--- config.mk ---
export PLATFORM = sky130hd
export DESIGN_NAME = wheel_speed_pid_unit
export DESIGN_NICKNAME = d
export VERILOG_FILES = /design/src/hw/rtl/wsp_pkg.sv /design/src/hw/rtl/wsp_mac.sv /design/src/hw/rtl/wheel_speed_pid_unit.sv
export SDC_FILE = /design/constraint.sdc
export NUM_CORES = 2
export LEC_CHECK = 0
export BUFFER_PORTS_ARGS = -buffer_cell sky130_fd_sc_hd__buf_4
export CAP_MARGIN = 10
export CORE_AREA = 5 5 307 309
export CTS_CLUSTER_DIAMETER = 50
export DETAILED_ROUTE_END_ITERATION = 10
export DIE_AREA = 0 0 312 314
export PLACE_DENSITY = 0.66
export SLEW_MARGIN = 20
export SYNTH_ARGS = -nofsm -noshare
export SYNTH_HDL_FRONTEND = slang
export SYNTH_HIERARCHICAL = 1
export SYNTH_SLANG_ARGS = --single-unit
--- constraint.sdc ---
create_clock -name clk_i -period 12.8 [get_ports clk_i]
set_clock_uncertainty 0.15 [all_clocks]
set_input_delay 2.56 -clock clk_i [delete_from_list [all_inputs] [get_ports clk_i]]
set_output_delay 2.56 -clock clk_i [all_outputs]
set_load 0.05 [all_outputs]
--- src/hw/rtl/wsp_pkg.sv ---
// Shared types and constants of the wheel speed PID controller.
package wsp_pkg;

  localparam int unsigned CfgIdxW  = 3;
  localparam int unsigned CfgDataW = 16;
  localparam int unsigned GainW    = 16;
  localparam int unsigned DutyW    = 15;
  localparam int unsigned SpeedW   = 16;
  localparam int unsigned TargetW  = 17;
  localparam int unsigned ErrW     = 24;
  localparam int unsigned D2W      = 26;
  localparam int unsigned MeasW    = 27;
  localparam int unsigned DiffW    = 28;
  localparam int unsigned MeasShift = 6;
  localparam int unsigned IsumW    = 46;
  localparam int unsigned IsumSplit = 23;
  localparam int unsigned MacAW    = 17;
  localparam int unsigned MacBW    = 27;
  localparam int unsigned MacPW    = MacAW + MacBW;
  localparam int unsigned AccW     = 64;
  localparam int unsigned DivShift = 10;
  localparam int unsigned DriveW   = AccW - DivShift;

  localparam logic [CfgIdxW-1:0] CFG_PROP_GAIN   = 3'd0;
  localparam logic [CfgIdxW-1:0] CFG_INTEG_GAIN  = 3'd1;
  localparam logic [CfgIdxW-1:0] CFG_DERIV_GAIN  = 3'd2;
  localparam logic [CfgIdxW-1:0] CFG_SPEED_SCALE = 3'd3;
  localparam logic [CfgIdxW-1:0] CFG_OFFSET_SIGN = 3'd4;
  localparam logic [CfgIdxW-1:0] CFG_DUTY_LIMIT  = 3'd5;

  typedef struct packed {
    logic en;
    logic clear;
    logic shift_hi;
  } mac_ctrl_t;

endpackage

--- src/hw/rtl/wsp_mac.sv ---
// Shared signed multiply-accumulate unit with an optional high-half shift.
module wsp_mac (
  input  logic                                  clk_i,
  input  wsp_pkg::mac_ctrl_t                    ctrl_i,
  input  logic signed [wsp_pkg::MacAW-1:0]      a_i,
  input  logic signed [wsp_pkg::MacBW-1:0]      b_i,
  output logic signed [wsp_pkg::AccW-1:0]       acc_o
);
  import wsp_pkg::*;

  logic signed [MacPW-1:0] prod;
  logic signed [AccW-1:0]  prod_ext;
  logic signed [AccW-1:0]  addend;
  logic signed [AccW-1:0]  acc_d;
  logic signed [AccW-1:0]  acc_q;

  assign prod     = a_i * b_i;
  assign prod_ext = AccW'(prod);
  assign addend   = ctrl_i.shift_hi ? (prod_ext <<< IsumSplit) : prod_ext;
  assign acc_d    = (ctrl_i.clear ? '0 : acc_q) + addend;

  always_ff @(posedge clk_i) begin
    if (ctrl_i.en) begin
      acc_q <= acc_d;
    end
  end

  assign acc_o = acc_q;

endmodule

--- src/hw/rtl/wheel_speed_pid_unit.sv ---
// Top level of the wheel speed PID controller: sequencer, state and output register.
//
//   channel | direction | handshake             | payload
//   --------+-----------+-----------------------+-------------------------------------------
//   in      | input     | in_valid_i/in_ready_o | target_speed_i, steer_offset_i, pulse_count_i
//   out     | output    | out_valid_o/out_ready_i | duty_o, wheel_target_o, hit_high_o, hit_low_o
//   cfg     | input     | cfg_we_i              | cfg_idx_i, cfg_data_i
//
// From acceptance to a loaded result, an item makes five passes through the one 17x27
// multiply-accumulate unit plus error, divide and clamp steps.
// A new item is accepted whenever the sequencer is idle, also while a result waits.
// A stalled result holds the sequencer in its last step until the output register frees.
// Reset restores the register defaults and clears the integral and error history.
module wheel_speed_pid_unit #(
  parameter int unsigned ACC_BITS = 40
) (
  input  logic                                clk_i,
  input  logic                                rst_ni,
  input  logic                                cfg_we_i,
  input  logic [wsp_pkg::CfgIdxW-1:0]         cfg_idx_i,
  input  logic [wsp_pkg::CfgDataW-1:0]        cfg_data_i,
  input  logic                                in_valid_i,
  output logic                                in_ready_o,
  input  logic signed [wsp_pkg::SpeedW-1:0]   target_speed_i,
  input  logic signed [wsp_pkg::SpeedW-1:0]   steer_offset_i,
  input  logic signed [wsp_pkg::SpeedW-1:0]   pulse_count_i,
  output logic                                out_valid_o,
  input  logic                                out_ready_i,
  output logic [wsp_pkg::DutyW-1:0]           duty_o,
  output logic signed [wsp_pkg::TargetW-1:0]  wheel_target_o,
  output logic                                hit_high_o,
  output logic                                hit_low_o
);
  import wsp_pkg::*;

  localparam logic [3:0] ST_IDLE = 4'd0;
  localparam logic [3:0] ST_MEAS = 4'd1;
  localparam logic [3:0] ST_ERR  = 4'd2;
  localparam logic [3:0] ST_KP   = 4'd3;
  localparam logic [3:0] ST_KD   = 4'd4;
  localparam logic [3:0] ST_KILO = 4'd5;
  localparam logic [3:0] ST_KIHI = 4'd6;
  localparam logic [3:0] ST_DIV  = 4'd7;
  localparam logic [3:0] ST_OUT  = 4'd8;

  localparam logic signed [DiffW-1:0] ErrMax = DiffW'((64'sd1 <<< (ErrW - 1)) - 64'sd1);
  localparam logic signed [DiffW-1:0] ErrMin = -DiffW'(64'sd1 <<< (ErrW - 1));
  localparam logic signed [AccW-1:0]  IsumMax = (64'sd1 <<< (IsumW - 1)) - 64'sd1;
  localparam logic signed [AccW-1:0]  IsumMin = -(64'sd1 <<< (IsumW - 1));
  localparam logic signed [ACC_BITS-1:0] SumMax = {1'b0, {(ACC_BITS - 1){1'b1}}};
  localparam logic signed [ACC_BITS-1:0] SumMin = {1'b1, {(ACC_BITS - 1){1'b0}}};

  // configuration
  logic [GainW-1:0] prop_gain_q, integ_gain_q, deriv_gain_q, speed_scale_q;
  logic             offset_sign_q;
  logic [DutyW-1:0] duty_limit_q;

  always_ff @(posedge clk_i or negedge rst_ni) begin
    if (!rst_ni) begin
      prop_gain_q   <= GainW'(3500);
      integ_gain_q  <= GainW'(20);
      deriv_gain_q  <= '0;
      speed_scale_q <= GainW'(1114);
      offset_sign_q <= 1'b0;
      duty_limit_q  <= DutyW'(8000);
    end else if (cfg_we_i) begin
      unique case (cfg_idx_i)
        CFG_PROP_GAIN:   prop_gain_q   <= cfg_data_i;
        CFG_INTEG_GAIN:  integ_gain_q  <= cfg_data_i;
        CFG_DERIV_GAIN:  deriv_gain_q  <= cfg_data_i;
        CFG_SPEED_SCALE: speed_scale_q <= cfg_data_i;
        CFG_OFFSET_SIGN: offset_sign_q <= cfg_data_i[0];
        CFG_DUTY_LIMIT:  duty_limit_q  <= cfg_data_i[DutyW-1:0];
        default: ;
      endcase
    end
  end

  // sequencer and datapath registers
  logic [3:0] state_q, state_d;
  logic       in_accept;
  logic       out_load;

  logic signed [TargetW-1:0]  wt_q, wt_d;
  logic signed [SpeedW-1:0]   cnt_q;
  logic signed [ErrW-1:0]     e_q;
  logic signed [D2W-1:0]      d2_q;
  logic signed [IsumW-1:0]    isum_q;
  logic signed [DriveW-1:0]   drive_q;
  logic signed [ACC_BITS-1:0] error_sum_q;
  logic signed [ErrW-1:0]     prev_error_q, prev_prev_error_q;

  mac_ctrl_t               mac_ctrl;
  logic signed [MacAW-1:0] mac_a;
  logic signed [MacBW-1:0] mac_b;
  logic signed [AccW-1:0]  acc;

  assign in_ready_o = (state_q == ST_IDLE);
  assign in_accept  = in_valid_i && in_ready_o;
  assign out_load   = (state_q == ST_OUT) && (!out_valid_o || out_ready_i);

  assign wt_d = offset_sign_q ? (TargetW'(target_speed_i) + TargetW'(steer_offset_i))
                              : (TargetW'(target_speed_i) - TargetW'(steer_offset_i));

  always_comb begin
    state_d = state_q;
    unique case (state_q)
      ST_IDLE: if (in_accept) state_d = ST_MEAS;
      ST_MEAS: state_d = ST_ERR;
      ST_ERR:  state_d = ST_KP;
      ST_KP:   state_d = ST_KD;
      ST_KD:   state_d = ST_KILO;
      ST_KILO: state_d = ST_KIHI;
      ST_KIHI: state_d = ST_DIV;
      ST_DIV:  state_d = ST_OUT;
      ST_OUT:  if (out_load) state_d = ST_IDLE;
      default: state_d = ST_IDLE;
    endcase
  end

  always_comb begin
    mac_ctrl = '0;
    mac_a    = '0;
    mac_b    = '0;
    unique case (state_q)
      ST_MEAS: begin
        mac_ctrl = '{en: 1'b1, clear: 1'b1, shift_hi: 1'b0};
        mac_a    = MacAW'(cnt_q);
        mac_b    = $signed(MacBW'(speed_scale_q));
      end
      ST_KP: begin
        mac_ctrl = '{en: 1'b1, clear: 1'b1, shift_hi: 1'b0};
        mac_a    = $signed(MacAW'(prop_gain_q));
        mac_b    = MacBW'(e_q);
      end
      ST_KD: begin
        mac_ctrl = '{en: 1'b1, clear: 1'b0, shift_hi: 1'b0};
        mac_a    = $signed(MacAW'(deriv_gain_q));
        mac_b    = MacBW'(d2_q);
      end
      ST_KILO: begin
        mac_ctrl = '{en: 1'b1, clear: 1'b0, shift_hi: 1'b0};
        mac_a    = $signed(MacAW'(integ_gain_q));
        mac_b    = $signed(MacBW'(isum_q[IsumSplit-1:0]));
      end
      ST_KIHI: begin
        mac_ctrl = '{en: 1'b1, clear: 1'b0, shift_hi: 1'b1};
        mac_a    = $signed(MacAW'(integ_gain_q));
        mac_b    = MacBW'($signed(isum_q[IsumW-1:IsumSplit]));
      end
      default: ;
    endcase
  end

  wsp_mac u_mac (
    .clk_i  (clk_i),
    .ctrl_i (mac_ctrl),
    .a_i    (mac_a),
    .b_i    (mac_b),
    .acc_o  (acc)
  );

  // error, integral and second difference
  logic signed [MeasW-1:0]    meas;
  logic signed [DiffW-1:0]    diff;
  logic signed [ErrW-1:0]     err_sat;
  logic signed [ACC_BITS:0]   sum_ext;
  logic signed [ACC_BITS-1:0] sum_new;
  logic signed [AccW-1:0]     sum_wide;
  logic signed [IsumW-1:0]    isum_d;
  logic signed [D2W-1:0]      d2_d;

  always_comb begin
    meas = $signed(acc[MeasW+MeasShift-1:MeasShift]);
    diff = DiffW'(wt_q) - DiffW'(meas);
    if (diff > ErrMax) begin
      err_sat = ErrMax[ErrW-1:0];
    end else if (diff < ErrMin) begin
      err_sat = ErrMin[ErrW-1:0];
    end else begin
      err_sat = diff[ErrW-1:0];
    end
    sum_ext = (ACC_BITS + 1)'(error_sum_q) + (ACC_BITS + 1)'(err_sat);
    if (sum_ext[ACC_BITS] != sum_ext[ACC_BITS-1]) begin
      sum_new = sum_ext[ACC_BITS] ? SumMin : SumMax;
    end else begin
      sum_new = sum_ext[ACC_BITS-1:0];
    end
    sum_wide = AccW'(sum_new);
    if (sum_wide > IsumMax) begin
      isum_d = IsumMax[IsumW-1:0];
    end else if (sum_wide < IsumMin) begin
      isum_d = IsumMin[IsumW-1:0];
    end else begin
      isum_d = sum_wide[IsumW-1:0];
    end
    d2_d = D2W'(err_sat) - (D2W'(prev_error_q) <<< 1) + D2W'(prev_prev_error_q);
  end

  // truncate toward zero on the divide by 1024
  logic signed [AccW-1:0] acc_rnd;
  assign acc_rnd = acc + $signed({{(AccW - DivShift){1'b0}}, {DivShift{acc[AccW-1]}}});

  // clamp
  logic                     over_limit;
  logic                     below_zero;
  logic [DutyW-1:0]         duty_d;

  always_comb begin
    over_limit = drive_q > $signed({{(DriveW - DutyW){1'b0}}, duty_limit_q});
    below_zero = drive_q[DriveW-1];
    if (over_limit) begin
      duty_d = duty_limit_q;
    end else if (below_zero) begin
      duty_d = '0;
    end else begin
      duty_d = drive_q[DutyW-1:0];
    end
  end

  always_ff @(posedge clk_i or negedge rst_ni) begin
    if (!rst_ni) begin
      state_q           <= ST_IDLE;
      error_sum_q       <= '0;
      prev_error_q      <= '0;
      prev_prev_error_q <= '0;
      out_valid_o       <= 1'b0;
    end else begin
      state_q <= state_d;
      if (state_q == ST_ERR) begin
        error_sum_q       <= sum_new;
        prev_prev_error_q <= prev_error_q;
        prev_error_q      <= err_sat;
      end
      if (out_load) begin
        out_valid_o <= 1'b1;
      end else if (out_ready_i) begin
        out_valid_o <= 1'b0;
      end
    end
  end

  always_ff @(posedge clk_i) begin
    if (in_accept) begin
      wt_q  <= wt_d;
      cnt_q <= pulse_count_i;
    end
    if (state_q == ST_ERR) begin
      e_q    <= err_sat;
      d2_q   <= d2_d;
      isum_q <= isum_d;
    end
    if (state_q == ST_DIV) begin
      drive_q <= acc_rnd[AccW-1:DivShift];
    end
    if (out_load) begin
      duty_o         <= duty_d;
      wheel_target_o <= wt_q;
      hit_high_o     <= over_limit;
      hit_low_o      <= below_zero;
    end
  end

  // checks
  assert property (@(posedge clk_i) disable iff (!rst_ni)
    in_accept |=> state_q == ST_MEAS && !in_ready_o)
    else $error("accepted item did not start the sequence");

  assert property (@(posedge clk_i) disable iff (!rst_ni)
    out_valid_o |-> !(hit_high_o && hit_low_o))
    else $error("both clamp flags set");

  assert property (@(posedge clk_i) disable iff (!rst_ni)
    out_valid_o |-> duty_o <= duty_limit_q)
    else $error("duty above limit");

  assert property (@(posedge clk_i) disable iff (!rst_ni)
    state_q == ST_OUT && out_valid_o && !out_ready_i |=> state_q == ST_OUT)
    else $error("result overwrote a pending item");

endmodule
==> impl_metrics.csv <==
group,metric,value,unit
status,status,"completed",
timing,slew_headroom,0.2406,
synthesis,yosysWarnings,6,
clock_network,holdBufCountCts,0,
routing,drc,0,
routing,postRouteAntennaNets,0,
hold_path,holdCritStartpoint,"wt_q[5]$_DFFE_PP_",
timing,timing.setup.tns,0,ns
setup_path,crit_type,"flop to flop",
routing,drt-pass1-iter-count,6,
final_layout,fin_nets,5526,
placed_design,numPortBuffers,107,
synthesis,synth_top_area_share,0.2098,
setup_path,cp.arrival,12.02,ns
synthesis,synth_area_leaders,"fa_1 (21%), edfxtp_1 (18%), dfrtp_1 (8.5%), ha_1 (8.4%), inv_1 (5.2%)",
synthesis,syn_avg_cell_area,9.802,sq um
clock_network,cts_buffers,61,
clock_network,cts_setup_buffers,0,
timing,rsz0062_at_grt,"false",
floorplan,fp.dieH,314,um
clock_network,clk-insertion-delay-late,0.67,ns
routing,routed-via-count,33741,
final_layout,nFillCells,8131,
clock_network,tritoncts,"done",
global_routing,grt_overflow,0,
synthesis,synth_ff_type,"edfxtp_1",
timing,timing.final.setup_violations,0,
routing,wire_per_inst,21.42,um
setup_path,required,13.02,ns
hold_path,hold_depth,0,
setup_path,cp_slowest_stage_delay,0.62,ns
routing,drt_wl_total,126.8,mm
synthesis,ys_async_sr_fraction,0.3853,
floorplan,ios,108,
timing,hold_viol,0,
clock_network,cts_root_buf,"clkbuf_16",
clock_network,cts_sinks,449,
clock_network,ctsResizeCount,0,
setup_path,r2r-end,"u_mac/acc_o[63]$_DFFE_PP_",
clock_network,cts_buffer_depth,3,
routing,drt_iter0_drc,3160,
synthesis,mappedNetlistArea,0.04524,sq mm
run,maxCapViolCount,0,
setup_path,cp_slowest_cell,"nand2_1",
setup_path,r2r-start,"state_q[3]$_DFFE_PN0P_",
global_routing,grt_pass1_wl,199.1,mm
setup_path,crit_path_start_kind,"flop",
timing,period_share,0.9222,
floorplan,die_width,312,um
setup_path,critPathCaptureType,"flop",
final_layout,layout-drive-gt1-share,0.1068,
synthesis,synth.distinct_cells,99,
timing,tightest_slew,1.139,ns
synthesis,syn_inst,4615,
setup_path,r2r_slack,1.0,ns
synthesis,seq_area_frac_synth,0.2795,
final_layout,regArea,0.01264,sq mm
setup_path,crit_fanout,32,
timing,drv_slew,0,
global_routing,track_usage,0.2596,
global_routing,antenna_found_initial,3,
hold_path,hp-class,"flop to flop",
synthesis,synth_edf_count,276,
final_layout,multiInputGateArea,0.02959,sq mm
hold_path,min_to,"wheel_target_o[5]$_DFFE_PP_",
clock_network,htree_levels,2,
timing,holdWs,0.3148,ns
floorplan,die_area,0.09797,sq mm
synthesis,synthesis.nets,5464,
timing,min_period,11.80,ns
clock_network,path_clk_slew,0.06,ns
floorplan,core-area,0.09111,sq mm
floorplan,start_util,0.4965,
placed_design,place_congestion,0.9307,
global_routing,grt_pass1_vias,34170,
setup_path,worstRegToRegCells,39,
placed_design,dp_hpwl,99.21,mm
synthesis,ys_ff_latch,449,
final_layout,syn_to_final_growth,9.667,%
floorplan,rows,111,
setup_path,cpMostUsedCell,"fa_1",
synthesis,synth_largest_area_cell,"fa_1",
global_routing,grt_max_degree,99,
setup_path,setup.worst_path.start,"state_q[3]$_DFFE_PN0P_",
routing,routed_via_density,5.699,
timing,max_freq,84.72,MHz
## synth_stat cells, types with 124 or more instances
library cell / count
xnor2_1: 170
a21oi_1: 207
mux2_2: 124
and2_1: 226
fa_1: 474
nor2_1: 175
a21o_1: 137
clkbuf_1: 159
ha_1: 303
nand2_1: 490
edfxtp_1: 276
inv_1: 624
o21ai_0: 165
dfrtp_1: 153
## layer usage
layer	global-route usage	wire, um	up-vias
met1	0.3804	57550	16772
li1	-	-	15608
met3	0.04819	10080	185
met5	0	0	-
met4	0.07878	3950	0
met2	0.3959	55210	1176
## per-stage QoR
step,std cells,cell area [sq um],worst slack [ns],utilization
global placement,5800,47460,1.131,0.5209
floorplan,4615,45240,2.176,-
detailed placement,5800,47460,1.203,0.5209
finish,5920,49610,0.9957,0.5445
global route,5916,49600,0.2465,0.5444
CTS,5915,49590,1.081,0.5443
## final cells by class
class                   instances  area share
clock buffers                  80     0.03450
well taps                    1186     0.02991
repair buffers                183     0.02815
clock inverters                35    0.008474
inverters                     625     0.04739
diodes                          5   0.0002522
multi-input cells            3357      0.5965
flip-flops and latches        449      0.2548
## sequential cells by signal, indices dropped and copies added, names as in the netlist, 16 cells and up
name / count
wt_q: 17
cnt_q: 16
drive_q: 54
integ_gain_q: 16
deriv_gain_q: 16
u_mac/acc_o: 64
e_q: 24
prev_prev_error_q: 24
prev_error_q: 24
isum_q: 41
error_sum_q: 40
speed_scale_q: 16
wheel_target_o: 17
d2_q: 26
prop_gain_q: 16
## worst max-delay path by stage
stage / to
6_report: u_mac/acc_o[63]$_DFFE_PP_
5_1_grt: u_mac/acc_o[58]$_DFFE_PP_
4_1_cts: u_mac/acc_o[58]$_DFFE_PP_
3_5_place_dp: u_mac/acc_o[58]$_DFFE_PP_
3_3_place_gp: u_mac/acc_o[63]$_DFFE_PP_
2_1_floorplan: u_mac/acc_o[63]$_DFFE_PP_
## critical path, delay by kind of cell, from the launching register on
kind / cells / cell delay [ns]
AO/OA/AOI/OAI: 16 / 3.89
XOR/XNOR: 1 / 0.11
adder cells (fa/ha/maj): 8 / 3.79
buffers and inverters: 6 / 0.94
flip-flops: 1 / 0.55
AND/OR/NAND/NOR: 8 / 2.04
## cells in the final DEF, fill, tap and decap left out, drive strengths merged, types with 15 or more instances in the layout
| cell type | Yosys | layout |
|---|---|---|
| nand3 | 74 | 74 |
| and3 | 37 | 37 |
| nor2b | 91 | 91 |
| nand4 | 38 | 38 |
| o211ai | 17 | 17 |
| a311oi | 17 | 17 |
| fa | 474 | 474 |
| o21a | 46 | 46 |
| and2 | 226 | 226 |
| o21bai | 29 | 29 |
| inv | 625 | 636 |
| mux2i | 30 | 30 |
| a22oi | 36 | 36 |
| a222oi | 15 | 15 |
| o21ai | 187 | 187 |
| nand2 | 491 | 491 |
| nand2b | 52 | 52 |
| buf | 22 | 182 |
| ha | 303 | 303 |
| nor3 | 50 | 50 |
| clkbuf | 162 | 81 |
| xor2 | 90 | 90 |
| nor2 | 177 | 177 |
| dfstp | 20 | 20 |
| edfxtp | 276 | 276 |
| xnor2 | 171 | 171 |
| dfrtp | 153 | 153 |
| o31ai | 19 | 19 |
| a31oi | 20 | 20 |
| nor4 | 18 | 18 |
| a21o | 137 | 137 |
| mux2 | 124 | 124 |
| a211oi | 35 | 35 |
| a21oi | 210 | 210 |
## logic make-up after synthesis
kind of cell | after synthesis | synth area share
multiplexers | 154 | 0.03751
AND/OR/NAND/NOR | 1306 | 0.1426
adder cells (fa/ha/maj) | 777 | 0.2936
AO/OA/AOI/OAI | 859 | 0.1275
buffers and inverters | 809 | 0.06862
flip-flops | 449 | 0.2795
XOR/XNOR | 261 | 0.05070
Power is left out: the tool's default activity adds up to more than one toggle a clock period on the data nets, which glitch-free logic cannot reach.
